File: src/hdl/rbie_pkg.sv
// Package: widths, opcodes and codes for the execute core.
`timescale 1ns / 1ps
package rbie_pkg;
  localparam int unsigned Xlen     = 64;
  localparam int unsigned RegCount = 32;
  localparam int unsigned RegAw    = $clog2(RegCount);
  localparam int unsigned ShW      = $clog2(Xlen);

  localparam logic [6:0] OpReg    = 7'h33;
  localparam logic [6:0] OpImm    = 7'h13;
  localparam logic [6:0] OpLui    = 7'h37;
  localparam logic [6:0] OpAuipc  = 7'h17;
  localparam logic [6:0] OpBranch = 7'h63;
  localparam logic [6:0] OpJal    = 7'h6F;
  localparam logic [6:0] OpJalr   = 7'h67;
  localparam logic [6:0] OpLoad   = 7'h03;
  localparam logic [6:0] OpStore  = 7'h23;
  localparam logic [6:0] OpSystem = 7'h73;

  localparam logic [31:0] InsEcall  = 32'h0000_0073;
  localparam logic [31:0] InsEbreak = 32'h0010_0073;

  localparam logic [1:0] StDone    = 2'd0;
  localparam logic [1:0] StIllegal = 2'd1;
  localparam logic [1:0] StRefused = 2'd2;

  localparam logic [1:0] MrNone  = 2'd0;
  localparam logic [1:0] MrLoad  = 2'd1;
  localparam logic [1:0] MrStore = 2'd2;

  localparam logic [2:0] TcNone  = 3'd0;
  localparam logic [2:0] TcBreak = 3'd1;
  localparam logic [2:0] TcEcU   = 3'd2;
  localparam logic [2:0] TcEcS   = 3'd3;
  localparam logic [2:0] TcEcM   = 3'd4;

  localparam logic CfgPriv  = 1'b0;
  localparam logic CfgStart = 1'b1;

  typedef struct packed {
    logic [1:0]  status;
    logic [63:0] next_pc;
    logic [1:0]  mem_request;
    logic [63:0] mem_address;
    logic [1:0]  mem_size;
    logic [31:0] mem_write_data;
    logic [2:0]  trap_cause;
    logic        wb_valid;
    logic [4:0]  wb_index;
    logic [63:0] wb_value;
  } result_t;

  // Signed less-than on XLEN bits.
  function automatic logic slt_f(input logic [Xlen-1:0] a, input logic [Xlen-1:0] b);
    slt_f = $signed(a) < $signed(b);
  endfunction
endpackage

File: src/hdl/rbie_ram.sv
// Generic single-write, single-read RAM with registered read data.
`timescale 1ns / 1ps
module rbie_ram #(
  parameter int unsigned Width = 64,
  parameter int unsigned Depth = 32
) (
  input  logic                     clk_i,
  input  logic                     we_i,
  input  logic [$clog2(Depth)-1:0] waddr_i,
  input  logic [Width-1:0]         wdata_i,
  input  logic [$clog2(Depth)-1:0] raddr_i,
  output logic [Width-1:0]         rdata_o
);
  logic [Width-1:0] mem_q [Depth];

  always_ff @(posedge clk_i) begin
    if (we_i) begin
      mem_q[waddr_i] <= wdata_i;
    end
    rdata_o <= mem_q[raddr_i];
  end
endmodule

File: src/hdl/rbie_regfile.sv
// Register file: two RAM read ports, valid bits for reset, write forwarding.
`timescale 1ns / 1ps
module rbie_regfile import rbie_pkg::*; (
  input  logic             clk_i,
  input  logic             rst_ni,
  input  logic [RegAw-1:0] ra_i,
  input  logic [RegAw-1:0] rb_i,
  input  logic             we_i,
  input  logic [RegAw-1:0] wa_i,
  input  logic [Xlen-1:0]  wd_i,
  output logic [Xlen-1:0]  a_o,
  output logic [Xlen-1:0]  b_o
);
  logic [Xlen-1:0]     ram_a, ram_b, fwd_d_q;
  logic [RegCount-1:0] vld_q;
  logic [RegAw-1:0]    ra_q, rb_q;
  logic                fa_q, fb_q;

  rbie_ram #(.Width(Xlen), .Depth(RegCount)) u_ram_a (
    .clk_i, .we_i, .waddr_i(wa_i), .wdata_i(wd_i), .raddr_i(ra_i), .rdata_o(ram_a));
  rbie_ram #(.Width(Xlen), .Depth(RegCount)) u_ram_b (
    .clk_i, .we_i, .waddr_i(wa_i), .wdata_i(wd_i), .raddr_i(rb_i), .rdata_o(ram_b));

  // Valid bits make never-written entries read zero; x0 is never written.
  always_ff @(posedge clk_i or negedge rst_ni) begin
    if (!rst_ni) begin
      vld_q <= '0;
    end else if (we_i && wa_i != '0) begin
      vld_q[wa_i] <= 1'b1;
    end
  end

  // Forward a same-cycle write into the registered read.
  always_ff @(posedge clk_i) begin
    ra_q    <= ra_i;
    rb_q    <= rb_i;
    fa_q    <= we_i && wa_i == ra_i;
    fb_q    <= we_i && wa_i == rb_i;
    fwd_d_q <= wd_i;
  end

  logic va, vb;
  assign va  = vld_q[ra_q] || fa_q;
  assign vb  = vld_q[rb_q] || fb_q;
  assign a_o = (ra_q == '0 || !va) ? '0 : (fa_q ? fwd_d_q : ram_a);
  assign b_o = (rb_q == '0 || !vb) ? '0 : (fb_q ? fwd_d_q : ram_b);
endmodule

File: config.mk
export PLATFORM = sky130hd
export DESIGN_NAME = rbie_regfile
export DESIGN_NICKNAME = d
export VERILOG_FILES = /design/src/hdl/rbie_pkg.sv /design/src/hdl/rbie_ram.sv /design/src/hdl/rbie_regfile.sv
export SDC_FILE = /design/constraint.sdc
export NUM_CORES = 2
export LEC_CHECK = 0
export BUFFER_PORTS_ARGS = -buffer_cell sky130_fd_sc_hd__buf_2
export CORE_UTILIZATION = 55
export CTS_BUF_LIST = sky130_fd_sc_hd__clkbuf_8 sky130_fd_sc_hd__clkbuf_16
export CTS_CLUSTER_DIAMETER = 30
export DETAILED_ROUTE_END_ITERATION = 6
export PLACE_DENSITY = 0.73
export SYNTH_ARGS = -nofsm -noshare
export SYNTH_HDL_FRONTEND = slang
export SYNTH_SLANG_ARGS = --single-unit
File: constraint.sdc
create_clock -name clk_i -period 2.5 [get_ports clk_i]
set_clock_uncertainty 0.2 [all_clocks]
set_input_delay 0.25 -clock clk_i [delete_from_list [all_inputs] [get_ports clk_i]]
set_output_delay 0.25 -clock clk_i [all_outputs]
set_load 0.01 [all_outputs]
-- Yosys cells after proc, flatten, opt, wreduce, memory -nomap -nowiden
Memory sizes are Yosys's and may differ from the RTL's. A register that Yosys moved wholly into a read port is not among the register bits.
Index checks and enable logic that the tools add are counted.
- flip-flop bits (word level): 108
- latch bits: 0
- RAM bits: 4096
- bits in read-only memories: 0
- input port bits: 82
- output and inout port bits: 128
- word-level logic and storage cells: 40
- memories: 2
- memories (memory ; depth ; width ; read ports ; clocked after memory_dff ; wr ports ; RTL line ; source):
    u_ram_a.mem_q ; 32 ; 64 ; 1 ; 1 ; 1 ; rbie_ram.sv:14 ; logic [Width-1:0] mem_q [Depth];
    u_ram_b.mem_q ; 32 ; 64 ; 1 ; 1 ; 1 ; rbie_ram.sv:14 ;
- $add $sub $neg: 0
- multipliers: 0
- divide/modulo/power cells: 0
- order comparisons: 4
- equality and inequality tests: 2
- shift operators: 0
- multiplexer cells: 12
- bitwise logic cells: 1
- reduce and logical (&&, ||, !) cells: 13
- operator list (operator ; count):
    $mux 64 ; 4
    $or 32x32->32 ; 1
    $lt 5x6->1 const B ; 3
    $bmux 1 s5 ; 2
    $eq 5x5->1 ; 2
    $logic_not 5->1 ; 2
    $demux 1 s5 ; 1
    $ge 5x1->1 const B ; 1
    $mux 1 ; 5
    $reduce_bool 5->1 ; 1
    $logic_and 1x1->1 ; 4
    $logic_or 1x1->1 ; 4
    $logic_not 1->1 ; 2

-- Logic depth before layout (Yosys ltp)
- word-level depth: 6
- gate-level depth with buffers: 8
- gate-level depth less buffers: 4

-- Hierarchy
A second synthesis with hierarchy kept.
- cells, all modules: 6736
- area, all modules: 164644.2 um^2
- modules (own cells, without submodules) (module ; times used ; cells an instance ; area an instance (um^2) ; seq. area each (um^2)):
    rbie_ram ; 2 ; 3097 ; 78964.5 ; 62780.2
    rbie_regfile ; 1 ; 542 ; 6715.2 ; 2322.2

-- Least setup slack after synthesis
OpenSTA, ideal clock, no wires.
- kind: input to register
- from: in wa_i[1]
- to: mem u_ram_b.mem_q[12][0] (enable)
- setup time: 0.487 ns
- data arrival time: 3.761 ns
- data required time: 1.813 ns
- slack: -1.948 ns
- stages: 4
- buffers on the path: 2
- cells stage by stage: clkbuf_1 or3b_2 clkbuf_1 nor2_1
- RTL lines (element ; RTL line ; source):
    start: declaration ; rbie_regfile.sv:9 ; input logic [RegAw-1:0] wa_i,
    end: declaration ; rbie_ram.sv:14 ;
No word-level cell before the write port.

-- Worst setup path after layout
- from: reg rb_q[0]
- to: out b_o[24]
- cells in the longest elaborated chain, start to end: 6
- elaborated cells between the ends (all ways): 7
- those cells by class: mux (3); reduce/logical (4)
- RTL lines (element ; RTL line ; source):
    start: declaration ; rbie_regfile.sv:16 ; logic [RegAw-1:0] ra_q, rb_q;
    start signal: assignment ; rbie_regfile.sv:36 ; rb_q <= rb_i;
    $bmux 1 s5 ; rbie_regfile.sv:44 ; assign vb = vld_q[rb_q] || fb_q;
    $mux 1 (implied by the code) ; rbie_regfile.sv:44 ;
    $logic_or 1x1->1 ; rbie_regfile.sv:44 ;
    $logic_not 1->1 ; rbie_regfile.sv:46 ; assign b_o = (rb_q == '0 || !vb) ? '0 : (fb_q ? fwd_d_q : ram_b);
    $logic_or 1x1->1 * ; rbie_regfile.sv:46 ;
    $mux 64 * ; rbie_regfile.sv:46 ;
    end: declaration ; rbie_regfile.sv:12 ; output logic [Xlen-1:0] b_o
Every way passes the cells marked *; elsewhere a longest branch is shown, timed or not. The select of a mux whose other input is x is not followed.

==> run summary <==
Global Route Usage Sum -> 0.340
Synth async-reset ratio -> 0.0140
Post-Synth Simple-Gate Area -> 0.0138
Req. time, crit path -> 2.05 ns
mapped cell area -> 102,000 sq um
syn_area_per_cell -> 22.4 sq um
Top FF cell, synth -> edfxtp_1
final wirelength -> 314,000 microns
adder-cell share of the synthesized area -> 0
core area -> 183,000 sq um
first-pass GRT wire length -> 445,000 microns
antenna viol nets, final -> 0
Clock Tree Buf Depth -> 4
row cnt -> 157
Pre-Repair DR Iteration Count -> 5
die area -> 187,000 sq um
Final Hold Vio Count -> 0
IO Port Bufs -> 209
maximum VDD drop -> 0.728 mV
Mapped Cells -> 4,544
Register-to-Register Path Depth -> 5
Die W -> 432 microns
FF-to-FF Start -> u_ram_b.mem_q[29][0]
DR vias/cell -> 7.15
register area share after synthesis -> 0.653
#FFs+latches synth -> 2,284
Synth cell types -> 31
RSZ-0062 raised after global routing -> yes
CTS tree -> built
placed instance count -> 7,329
1st-iter DRT viols -> 8,439
pin count of the biggest net entering global routing -> 56
Max Freq -> 283 MHz
Final Power -> 112,000 uW
crit path DAT -> 3.09 ns
Clock transition at path regs -> 0.05 ns
critical path class -> reg -> out
grt ovf -> 0
setup tns final -> -122.66 ns
TritonCTS Buffers -> 444
leakage -> 0.0428 uW
status -> complete, but fails checks
Critical Path Source Type -> flip-flop
final setup fails -> 128
DP Wirelength -> 173,000 microns
maxcap violations -> 0
Vias -> 59,200
Final Critical Period -> 3.54 ns
Post-Synthesis Net Count -> 4,626
Synth Area in XOR/XNOR -> 0.000862
Worst Tran Pin Value -> 0.764 ns
mux cell area share after synthesis -> 0.313
num ports -> 210
Compound-Gate Fraction of Synth Area -> 0.00236
NumNets Final -> 5,522
Endpoint, Worst Hold -> fwd_d_q[31]
Crit Path Max Fanout -> 14
Critical Path End Type -> primary output
WHS Path Cells -> 2
clock root buffer -> clkbuf_16
Slew Viols, Final -> 0
pwr dens -> 870 nW/um^2
R2R setup slack -> 0.04 ns
Initial Util -> 0.555
hold slack final -> 0.0352 ns
DR DRC count -> 0
number of flops mapped to enable cells by yosys -> 2,048
H-tree Lvls -> 5
HP Start -> wd_i[31]
final worst setup slack -> -1.04 ns
Slew headroom -> 0.476
Die Height -> 432 microns
area added between synthesis and finish -> 26.7%
hold crit path type -> in -> reg
initial antenna violation count -> 7
gp weighted congestion -> 0.855
Worst-Skew Late Latency -> 0.99 ns
RR Endpoint -> u_ram_b.rdata_o[0]
final non-filler cell total -> 8,283
layout cells sized above 1 -> 0.521
failing checks -> setup timing
vias in the first global route -> 60,800
largest family of logic cells by synthesized area -> multiplexers
wire per inst -> 38.0 microns
Ys Warns -> 0
clk sink count -> 2,284
final period utilization -> 1.41
## registers in the layout (all words and copies together) (netlist names)
name and count:
u_ram_b.rdata_o 64, u_ram_a.mem_q 64, fa_q 1, rb_q 5, fwd_d_q 64, vld_q 32, ra_q 5, fb_q 1
u_ram_b.mem_q 1984, u_ram_a.rdata_o 64
## Yosys cell counts, drive strengths merged, types with 3 or more instances
library cell,count,area share
edfxtp,2048,0.61
mux4,1264,0.28
dfxtp,204,0.040
buf,188,0.0094
mux2i,186,0.018
clkbuf,182,0.0067
mux2,136,0.015
nor4,132,0.0081
nor2,39,0.0014
or2,33,0.0020
dfrtp,32,0.0079
o21ai,30,0.0015
nand2,29,0.0011
xor2,8,0.00069
nand3b,5,0.00037
inv,4,0.00015
or3b,3,0.00026
## how the worst max path moves through the flow
stage	startpoint	endpoint	slack, ns	depth (start not counted)
4_1_cts	rb_q[0]	b_o[36]	-1.08	8
3_5_place_dp	rb_q[0]	b_o[7]	-0.14	8
5_1_grt	ra_q[0]	a_o[55]	-1.14	8
2_1_floorplan	wa_i[0]	u_ram_a.mem_q[26][0]	-0.26	3
6_report	rb_q[0]	b_o[24]	-1.04	8
3_3_place_gp	rb_q[0]	b_o[63]	-0.12	8
## report_power, final
group | leakage [uW] | switching (uW) | internal, uW | total [uW]
Clock | 0.00747 | 20600 | 39300 | 59800
Combinational | 0.0148 | 4590 | 4530 | 9120
Sequential | 0.0205 | 515 | 42500 | 43100
Total | 0.0428 | 25700 | 86300 | 112000
## timing repair
| action | CTS | global route |
|---|---|---|
| buffers inserted | 16 | 17 |
| hold endpoints to repair | 2438 | 0 |
| pin swaps | 29 | 31 |
| cloned | 6 | 1 |
| resized for setup | 136 | 64 |
| endpoints found under the setup margin | 128 | 154 |
| hold buffers | 106 | 0 |
## worst max-delay path: stages, from the launching register on
cell and delay, ns:
dfxtp_4 0.36, buf_6 0.13, mux4_2 0.33, o22ai_2 0.09, o2111a_4 0.34, buf_16 0.21, buf_12 0.17, nor4_2 0.31
buf_2 0.21
## cell families (layout without fill, tap and decap cells)
| logic type | count (synthesis) | after routing |
|---|---|---|
| XOR/XNOR | 10 | 10 |
| flip-flops | 2284 | 2284 |
| other | 0 | 9 |
| buffers and inverters | 374 | 1640 |
| AND/OR/NAND/NOR | 250 | 250 |
| multiplexers | 1586 | 1586 |
| AO/OA/AOI/OAI | 40 | 40 |
## per-stage QoR
stage / setup WS, ns / util / area [sq um]
floorplan: -0.258 / - / 102000
finish: -1.04 / 0.703 / 129000
global placement: -0.124 / 0.606 / 111000
CTS: -1.08 / 0.700 / 128000
detailed placement: -0.143 / 0.606 / 111000
global route: -1.14 / 0.703 / 129000
## placed cells by master (no fill, tap or decap), types with 3 or more instances in the layout
cell type / n
clkbuf_16: 449
inv_1: 41
mux4_2: 1264
edfxtp_1: 2048
diode_2: 9
mux2_2: 135
buf_16: 7
nor2_1: 7
mux2i_1: 185
buf_12: 239
buf_2: 192
inv_8: 20
clkinv_2: 57
clkinv_8: 3
xor2_1: 8
buf_6: 25
dlygate4sd3_1: 104
o21ai_0: 30
nor4_1: 47
clkinv_4: 44
nand2_1: 29
nor2_4: 32
clkinv_1: 37
nor4_2: 40
clkbuf_8: 22
nor4_4: 45
dfxtp_4: 4
dfrtp_1: 32
buf_4: 239
clkinvlp_4: 52
bufinv_16: 57
buf_8: 10
inv_6: 41
or3b_2: 3
nand3b_1: 5
or2_2: 33
dfxtp_1: 200
## layout make-up
class,instances,area (sq um)
clock buffer,467,11500
multi-input combinational,1886,34800
clock inverter,349,3700
tap,2464,3080
fill,10400,54500
inverter,4,15.0
timing repair buffer,820,9270
sequential,2284,66400
antenna,9,22.5
## routing by layer
layer / share of wire / vias to the layer above / GRT usage
met2: 0.48 / 4624 / 0.534
met1: 0.35 / 31600 / 0.453
met3: 0.12 / 865 / 0.0856
met4: 0.048 / 2 / 0.157
met5: 0.000041 / - / 0
li1: - / 22200 / -
(Power assumes the default switching activity.)
